File: src/rtl/multi_stack_leftmost_push_rightmost_pop_core_macros.svh
// Assertion macros for the plate stack core.
`ifndef MULTI_STACK_LEFTMOST_PUSH_RIGHTMOST_POP_CORE_MACROS_SVH
`define MULTI_STACK_LEFTMOST_PUSH_RIGHTMOST_POP_CORE_MACROS_SVH

// Same-cycle implication, sampled on clk, off during reset.
`define MSTK_ASSERT_SAME(name, pre, post, msg) \
	name: assert property (@(posedge clk) disable iff (!arst_n) (pre) |-> (post)) \
		else $error(msg);

// Next-cycle implication, sampled on clk, off during reset.
`define MSTK_ASSERT_NEXT(name, pre, post, msg) \
	name: assert property (@(posedge clk) disable iff (!arst_n) (pre) |=> (post)) \
		else $error(msg);

`endif

File: src/rtl/mstk_pkg.sv
// Shared constants and types for the plate stack core.
package mstk_pkg;

	localparam int NUM_STACKS_DEF  = 16;
	localparam int MAX_DEPTH_DEF   = 16;
	localparam int VALUE_WIDTH_DEF = 16;

	localparam int OP_W  = 2;
	localparam int VAL_W = 16;
	localparam int IDX_W = 4;
	localparam int ST_W  = 2;
	localparam int CAP_W = 5;

	localparam logic [CAP_W-1:0] CAP_RESET = 5'd16;

	localparam logic [OP_W-1:0] OP_PUSH   = 2'd0;
	localparam logic [OP_W-1:0] OP_POP    = 2'd1;
	localparam logic [OP_W-1:0] OP_POP_AT = 2'd2;

	localparam logic [ST_W-1:0] ST_DONE  = 2'd0;
	localparam logic [ST_W-1:0] ST_EMPTY = 2'd1;
	localparam logic [ST_W-1:0] ST_FULL  = 2'd2;

	localparam logic [1:0] KIND_NOP    = 2'd0;
	localparam logic [1:0] KIND_PUSH   = 2'd1;
	localparam logic [1:0] KIND_POP    = 2'd2;
	localparam logic [1:0] KIND_POP_AT = 2'd3;

	localparam int QUEUE_DEPTH = 2;

	typedef struct packed {
		logic [1:0]       kind;
		logic [IDX_W-1:0] idx;
		logic             idx_ok;
	} cmd_ctl_t;

endpackage

File: src/rtl/mstk_queue.sv
// Short command queue between front and back end.
module mstk_queue #(
	parameter int WIDTH = 1
) (
	input  logic             clk,
	input  logic             arst_n,
	input  logic             in_valid,
	output logic             in_ready,
	input  logic [WIDTH-1:0] in_data,
	output logic             out_valid,
	input  logic             out_ready,
	output logic [WIDTH-1:0] out_data
);
	import mstk_pkg::*;

	localparam int PW   = (QUEUE_DEPTH > 1) ? $clog2(QUEUE_DEPTH) : 1;
	localparam int CNTW = $clog2(QUEUE_DEPTH + 1);

	logic [WIDTH-1:0] entry_q [QUEUE_DEPTH];
	logic [PW-1:0]    wr_ptr_q;
	logic [PW-1:0]    rd_ptr_q;
	logic [CNTW-1:0]  cnt_q;
	logic             push;
	logic             pop;

	assign in_ready  = cnt_q != CNTW'(QUEUE_DEPTH);
	assign out_valid = cnt_q != '0;
	assign out_data  = entry_q[rd_ptr_q];
	assign push      = in_valid && in_ready;
	assign pop       = out_valid && out_ready;

	always_ff @(posedge clk) begin
		if (push) begin
			entry_q[wr_ptr_q] <= in_data;
		end
	end

	always_ff @(posedge clk or negedge arst_n) begin
		if (!arst_n) begin
			wr_ptr_q <= '0;
			rd_ptr_q <= '0;
			cnt_q    <= '0;
		end else begin
			if (push) begin
				wr_ptr_q <= (wr_ptr_q == PW'(QUEUE_DEPTH - 1)) ? '0 : wr_ptr_q + 1'b1;
			end
			if (pop) begin
				rd_ptr_q <= (rd_ptr_q == PW'(QUEUE_DEPTH - 1)) ? '0 : rd_ptr_q + 1'b1;
			end
			if (push && !pop) begin
				cnt_q <= cnt_q + 1'b1;
			end else if (pop && !push) begin
				cnt_q <= cnt_q - 1'b1;
			end
		end
	end

endmodule

File: config.mk
export PLATFORM = sky130hd
export DESIGN_NAME = mstk_queue
export DESIGN_NICKNAME = d
export VERILOG_FILES = /design/src/rtl/multi_stack_leftmost_push_rightmost_pop_core_macros.svh /design/src/rtl/mstk_pkg.sv /design/src/rtl/mstk_queue.sv
export SDC_FILE = /design/constraint.sdc
export NUM_CORES = 1
export LEC_CHECK = 0
export BUFFER_PORTS_ARGS = -buffer_cell sky130_fd_sc_hd__buf_4
export CORE_AREA = 2 2 39 41
export DETAILED_ROUTE_END_ITERATION = 8
export DIE_AREA = 0 0 41 43
export GPL_TIMING_DRIVEN = 0
export PLACE_DENSITY = 0.38
export SETUP_SLACK_MARGIN = 0.15
export SYNTH_ARGS = -nofsm -noshare
export SYNTH_HDL_FRONTEND = slang
export SYNTH_SLANG_ARGS = --single-unit
File: constraint.sdc
create_clock -name clk -period 3.1 [get_ports clk]
set_input_delay 0.62 -clock clk [delete_from_list [all_inputs] [get_ports clk]]
set_output_delay 0.62 -clock clk [all_outputs]
set_load 0.05 [all_outputs]
## Yosys cells after proc, flatten, opt, wreduce, memory -nomap -nowiden

Memories as Yosys holds them, arrays and structs flattened.
Index checks and enable logic that the tools add are counted.

| cells by class | value |
|---|---|
| add/sub/neg operators | 4 |
| equal/unequal tests | 1 |
| mux-type cells | 6 |
| reduce and logical (&&, ||, !) cells | 8 |

Operators by type and width:

| cell | count |
|---|---|
| $logic_and 1x1->1 | 4 |
| $mux 1 | 4 |
| $mux 2 | 2 |
| $reduce_bool 2->1 | 2 |
| $add 1x1->1 const B | 2 |
| $add 2x1->2 const B | 1 |
| $logic_not 1->1 | 2 |
| $ne 2x2->1 const B | 1 |
| $sub 2x1->2 const B | 1 |

| storage, ports and cells | value |
|---|---|
| bits in registers | 4 |
| memory bits (writable) | 2 |
| input bits | 5 |
| output and inout port bits | 3 |
| logic and storage cells | 23 |
| memories kept | 1 |

Memories:

| memory | depth | width | rd ports | clocked after Yosys merged registers in | write ports | line | RTL |
|---|---|---|---|---|---|---|---|
| entry_q | 2 | 1 | 1 | 0 | 1 | mstk_queue.sv:19 | `logic [WIDTH-1:0] entry_q [QUEUE_DEPTH];` |

## Logic depth before layout (Yosys ltp)

| logic depth | value |
|---|---|
| depth in word-level cells | 6 |
| gate-level depth with buffers | 7 |
| mapped depth without buffers | 7 |

## Least setup slack after synthesis

No wires, ideal clock.

| path | value |
|---|---|
| path kind | flip-flop to flip-flop |
| start point | register cnt_q[0] |
| end point | register cnt_q[1] |
| setup time | 0.079 ns |
| arrival time | 1.386 ns |
| data required time | 3.021 ns |
| setup slack | 1.635 ns |
| cell stages (with the launch flop) | 7 |
| path buffers | 0 |
| period minus slack after synthesis | 1.465 ns |
| cells stage by stage | dfrtp_1 > nand2b_4 > nand2_1 > inv_1 > ha_1 > nor2_1 > xor2_1 |

| between the ends | value |
|---|---|
| word-level cells in the longest chain between the ends | 5 |
| elaborated cells on any way between the ends | 13 |
| classes of those cells | add/sub: 2; eq/ne: 1; mux: 2; reduce/logical: 8 |

RTL lines:

| item | line | RTL |
|---|---|---|
| from (decl) | mstk_queue.sv:22 | `logic [CNTW-1:0] cnt_q;` |
| from (signal assigned) | mstk_queue.sv:51 | `cnt_q <= cnt_q + 1'b1;` |
| from (signal assigned) | mstk_queue.sv:53 | `cnt_q <= cnt_q - 1'b1;` |
| $ne 2x2->1 (*) | mstk_queue.sv:26 | `assign in_ready = cnt_q != CNTW'(QUEUE_DEPTH);` |
| net in_ready | mstk_queue.sv:8 | `output logic in_ready,` |
| $logic_and 1x1->1 (*) | mstk_queue.sv:29 | `assign push = in_valid && in_ready;` |
| net push | mstk_queue.sv:23 | `logic push;` |
| $logic_not 1->1 | mstk_queue.sv:52 | `end else if (pop && !push) begin` |
| $logic_and 1x1->1 | mstk_queue.sv:52 |  |
| $reduce_bool 2->1 (no line) | -- |  |

Mark *: on every way through the listed nets, which the timed path passes. The rest lies on a longest branch. The select of a mux whose other input is x is not followed.
A chain may end at the register's enable or synchronous reset.

## Final worst setup path

| path | value |
|---|---|
| start point | register rd_ptr_q |
| end point | output out_data |

| between the ends | value |
|---|---|
| word-level cells in the longest chain between the ends | 1 |

RTL lines:

| item | line | RTL |
|---|---|---|
| from (decl) | mstk_queue.sv:21 | `logic [PW-1:0] rd_ptr_q;` |
| from (signal assigned) | mstk_queue.sv:48 | `rd_ptr_q <= (rd_ptr_q == PW'(QUEUE_DEPTH - 1)) ? '0 : rd_ptr_q + 1'b1;` |
| $mem_v2 2x1 | -- |  |
| to (decl) | mstk_queue.sv:12 | `output logic [WIDTH-1:0] out_data` |

No other way between the ends.

==> impl_summary.md <==
Logic synthesis
When the netlist entered floorplanning its net count stood at 27. The count of warnings emitted by yosys is 0. Among all flip-flop cells after synthesis, the most frequent one is sky130_fd_sc_hd__dfrtp_1. The compound-cell area share of the yosys netlist came to 0. After synthesis, the largest family of logic cells by area is simple AND/OR/NAND/NOR gates. After synthesis, the cell types taking the most area are sky130_fd_sc_hd__dfrtp_1 35%, sky130_fd_sc_hd__edfxtp_1 21%, sky130_fd_sc_hd__xnor2_1 9.3%. Of the total synthesized cell area, the portion taken by XOR and XNOR cells is 0.155.

Of the post-synthesis cell area, the dominant cell type holds 0.354. The most instantiated library cell after synthesis is sky130_fd_sc_hd__dfrtp_1. The cell count after synthesis came out at 21. The number of flops mapped to enable cells by yosys is 2.

The simple-gate share of the synthesized area is 0.181. The multiplexer share of the synthesized area is 0.0398. The post-synthesis cell type with the largest combined area is sky130_fd_sc_hd__dfrtp_1.

The share of the Yosys chip area taken by registers is 0.566. The distinct cell type count after synthesis is 13. The async set-reset flop share out of synthesis is 0.667. The share of synthesized cell area in full adder, half adder and majority cells is 0.0442. Ranked by instance count, the synthesized netlist is headed by 4 x sky130_fd_sc_hd__dfrtp_1, 3 x sky130_fd_sc_hd__xnor2_1, 2 x sky130_fd_sc_hd__edfxtp_1, 2 x sky130_fd_sc_hd__nor2_1, 2 x sky130_fd_sc_hd__xor2_1.

The synthesized netlist occupies a cell area of roughly 280 um^2. In this run the mean area of a mapped cell was 13.5 um^2. In this run, synthesis produced a sequential element count of 6.

Power
The areal power density over the cells is 1190 nW/um^2. VDD sags by at most 324 uV. In this run the static leakage power is 0.178 nW.

Place
Summed over all nets, the half-perimeter wirelength after detailed placement is approximately 350 um. Summing all placed instances gives a cell area of 355 um^2. The routability-driven placement congestion ratio is 0.697. In this run the tool buffered the top-level ports with 7 buffer cells. In this run, placement finished with an instance count of 44.

Layout
The cell area after layout is ~380 um^2. The count of inserted antenna diode cells is 0. The final layout contains 39 nets. Counting the fill cells in the layout gives 150. The final non-filler cell total is between 40 and 50. In the final layout, the share of cells above drive strength 1 is 0.438. Relative to the synthesized area, the layout overhead comes to 35.0%.

Clock network
Buffers inserted to repair hold after CTS numbered 0. TritonCTS built the clock tree. Clock latency on the worst-skew pair, taken at its later pin, is between 0.2 and 0.3 ns. The post-CTS setup-driven buffer insertion count is 0. The TritonCTS sink count is 6. Counting the buffers created by CTS gives 3. After clock tree synthesis, the repair step resized 0 gates.

After clock tree synthesis, the clock-pin slew on the worst setup and hold paths is 0.05 ns. The clock root buffer is sky130_fd_sc_hd__clkbuf_4. The depth of the CTS H-tree is 1. The maximum root-to-sink buffer count is 2.

Die
8 I/O pins were placed. The floorplan step set the die width to 41 um. The starting utilization of the core area is 0.204. The placeable core region is 1380 um^2.

The floorplan step defined a die boundary enclosing 1760 um^2. The chip height is 43 um. The number of rows in the core area is 14.

Timing
The setup TNS is 0 ns. The final cycle utilization of the critical path is 0.573. The worst-case clock skew is 0.0100 ns.

Setup violations remaining at the end of the flow were counted as 0. The max-slew violation total from the final report was 0. Setup repair after global routing left no endpoint under its margin. Headroom to the max-slew limit came out at 0.885. For the pin with the worst max-slew slack, the measured transition is 0.172 ns. Timing would allow up to 0.563 GHz. The clock period minus final worst setup slack is 1.78 ns. The number of hold violations in the final report is 0.

Routing
The detailed-route wire length per cell is roughly 9.5 um. The count of TritonRoute iterations in the first routing pass is 1. The overall via count from detail_route is between 150 and 200. The DRC violation count after routing is 0.

After the first detailed-routing iteration, the DRC count stood at 0. The count of nets left with antenna violations once routing finished came out at 0. The overall routed net length is 456 um. After detailed routing, the number of vias per cell comes to 3.69.

Hold path
The type of the worst min-delay path is in2async.

GRT
The via count of the first global-routing pass is 197. The met2 usage is 0.0875. The total overflow reported by the global router is 0. The first-pass GRT wire length is approximately 770 um.

The initial antenna violation count is 0. For this run, global-route usage on met1 was measured as 0.0858. Across every metal layer, demand over resource in global routing totals 0.0729. In this run the most used layer during global routing was met2.

In the global route stage, met3 resource usage came out at 0.0314. Entering global routing, the biggest net connects 5 pins.

Worst setup path
The data arrival time of the critical path is 1.16 ns. The largest incremental delay on the critical path is around 0.37 ns. The data required time at the worst endpoint is 2.48 ns. The critical path in this run is classified as reg2out. The slowest stage of the critical path is the sky130_fd_sc_hd__dfrtp_1 cell. The signal on the critical path passes through mux2_2 > buf_4. In this run the worst path has a maximum fanout of 2. The element type at the critical path end is an output pin. STA classifies the critical path startpoint as a flop.

Flow run
The count of max-cap constraint violations is 0.

Status
The run finished with clean final reports.
## layout by cell type, fill, tap and decap left out
master,n
sky130_fd_sc_hd__and3_1,1
sky130_fd_sc_hd__buf_4,7
sky130_fd_sc_hd__clkbuf_1,1
sky130_fd_sc_hd__clkbuf_4,3
sky130_fd_sc_hd__dfrtp_1,4
sky130_fd_sc_hd__edfxtp_1,2
sky130_fd_sc_hd__ha_1,1
sky130_fd_sc_hd__inv_1,1
sky130_fd_sc_hd__mux2_2,1
sky130_fd_sc_hd__nand2_1,1
sky130_fd_sc_hd__nand2_4,1
sky130_fd_sc_hd__nand2b_4,1
sky130_fd_sc_hd__nor2_1,2
sky130_fd_sc_hd__or2_4,1
sky130_fd_sc_hd__xnor2_1,3
sky130_fd_sc_hd__xor2_1,2
## layout make-up
| cell class | count | area, um^2 | area share |
|---|---|---|---|
| sequential | 6 | 160 | 0.420 |
| multi-input combinational | 14 | 119 | 0.311 |
| timing repair buffer | 7 | 52.6 | 0.138 |
| clock buffer | 4 | 26.3 | 0.0689 |
| tap | 16 | 20.0 | 0.0525 |
| inverter | 1 | 3.75 | 0.00984 |
## flip-flops by register name, summed over array words and instances, names as in the netlist
register  cells
cnt_q         2
entry_q       2
rd_ptr_q      1
wr_ptr_q      1
## through the flow
step	setup slack [ns]	hold slack, ns	util	total power [mW]
floorplan	1.63	0.324	-	0.327
global placement	1.52	0.421	0.257	0.377
detailed placement	1.52	0.423	0.257	0.378
global route	1.28	0.155	0.276	0.487
CTS	1.31	0.150	0.276	0.462
finish	1.32	0.154	0.276	0.455
## worst paths after layout
| kind | from | to | slack (ns) | cells after the start |
|---|---|---|---|---|
| setup / recovery | rd_ptr_q | out_data | 1.32 | 2 |
| hold / removal | arst_n | wr_ptr_q | 0.15 | 1 |
| setup reg to reg | cnt_q[0] | cnt_q[1] | 1.66 | 7 |
| hold reg to reg | wr_ptr_q | wr_ptr_q | 0.50 | 1 |
| max in group asynchronous | arst_n | rd_ptr_q | 2.83 | 1 |
| min in group clk | wr_ptr_q | wr_ptr_q | 0.50 | 1 |
## where the power goes
group / leakage, nW / switching (mW) / internal [mW]
logic: 0.0977 / 0.126 / 0.0987
clock network: 0.0150 / 0.0306 / 0.0489
registers: 0.0652 / 0.0325 / 0.119
## routing by layer
metal / vias up / part of all wire
li1: 89 / -
met3: 2 / 0.046
met1: 81 / 0.43
met4: 0 / 0.037
met2: 5 / 0.48
met5: - / 0
## worst max-delay path, delay by kind of cell (launching register included)
family                 cells  cell delay [ns]
muxes                      1             0.35
buffers and inverters      1             0.19
DFF                        1             0.37
## cell families (layout without fill, tap and decap cells)
family	count (synthesis)	in the layout
flops	6	6
fa+ha+maj	1	1
mux	1	1
xor+xnor	5	5
simple gates	7	7
buf+inv	1	12
(Power assumes the default switching activity.)
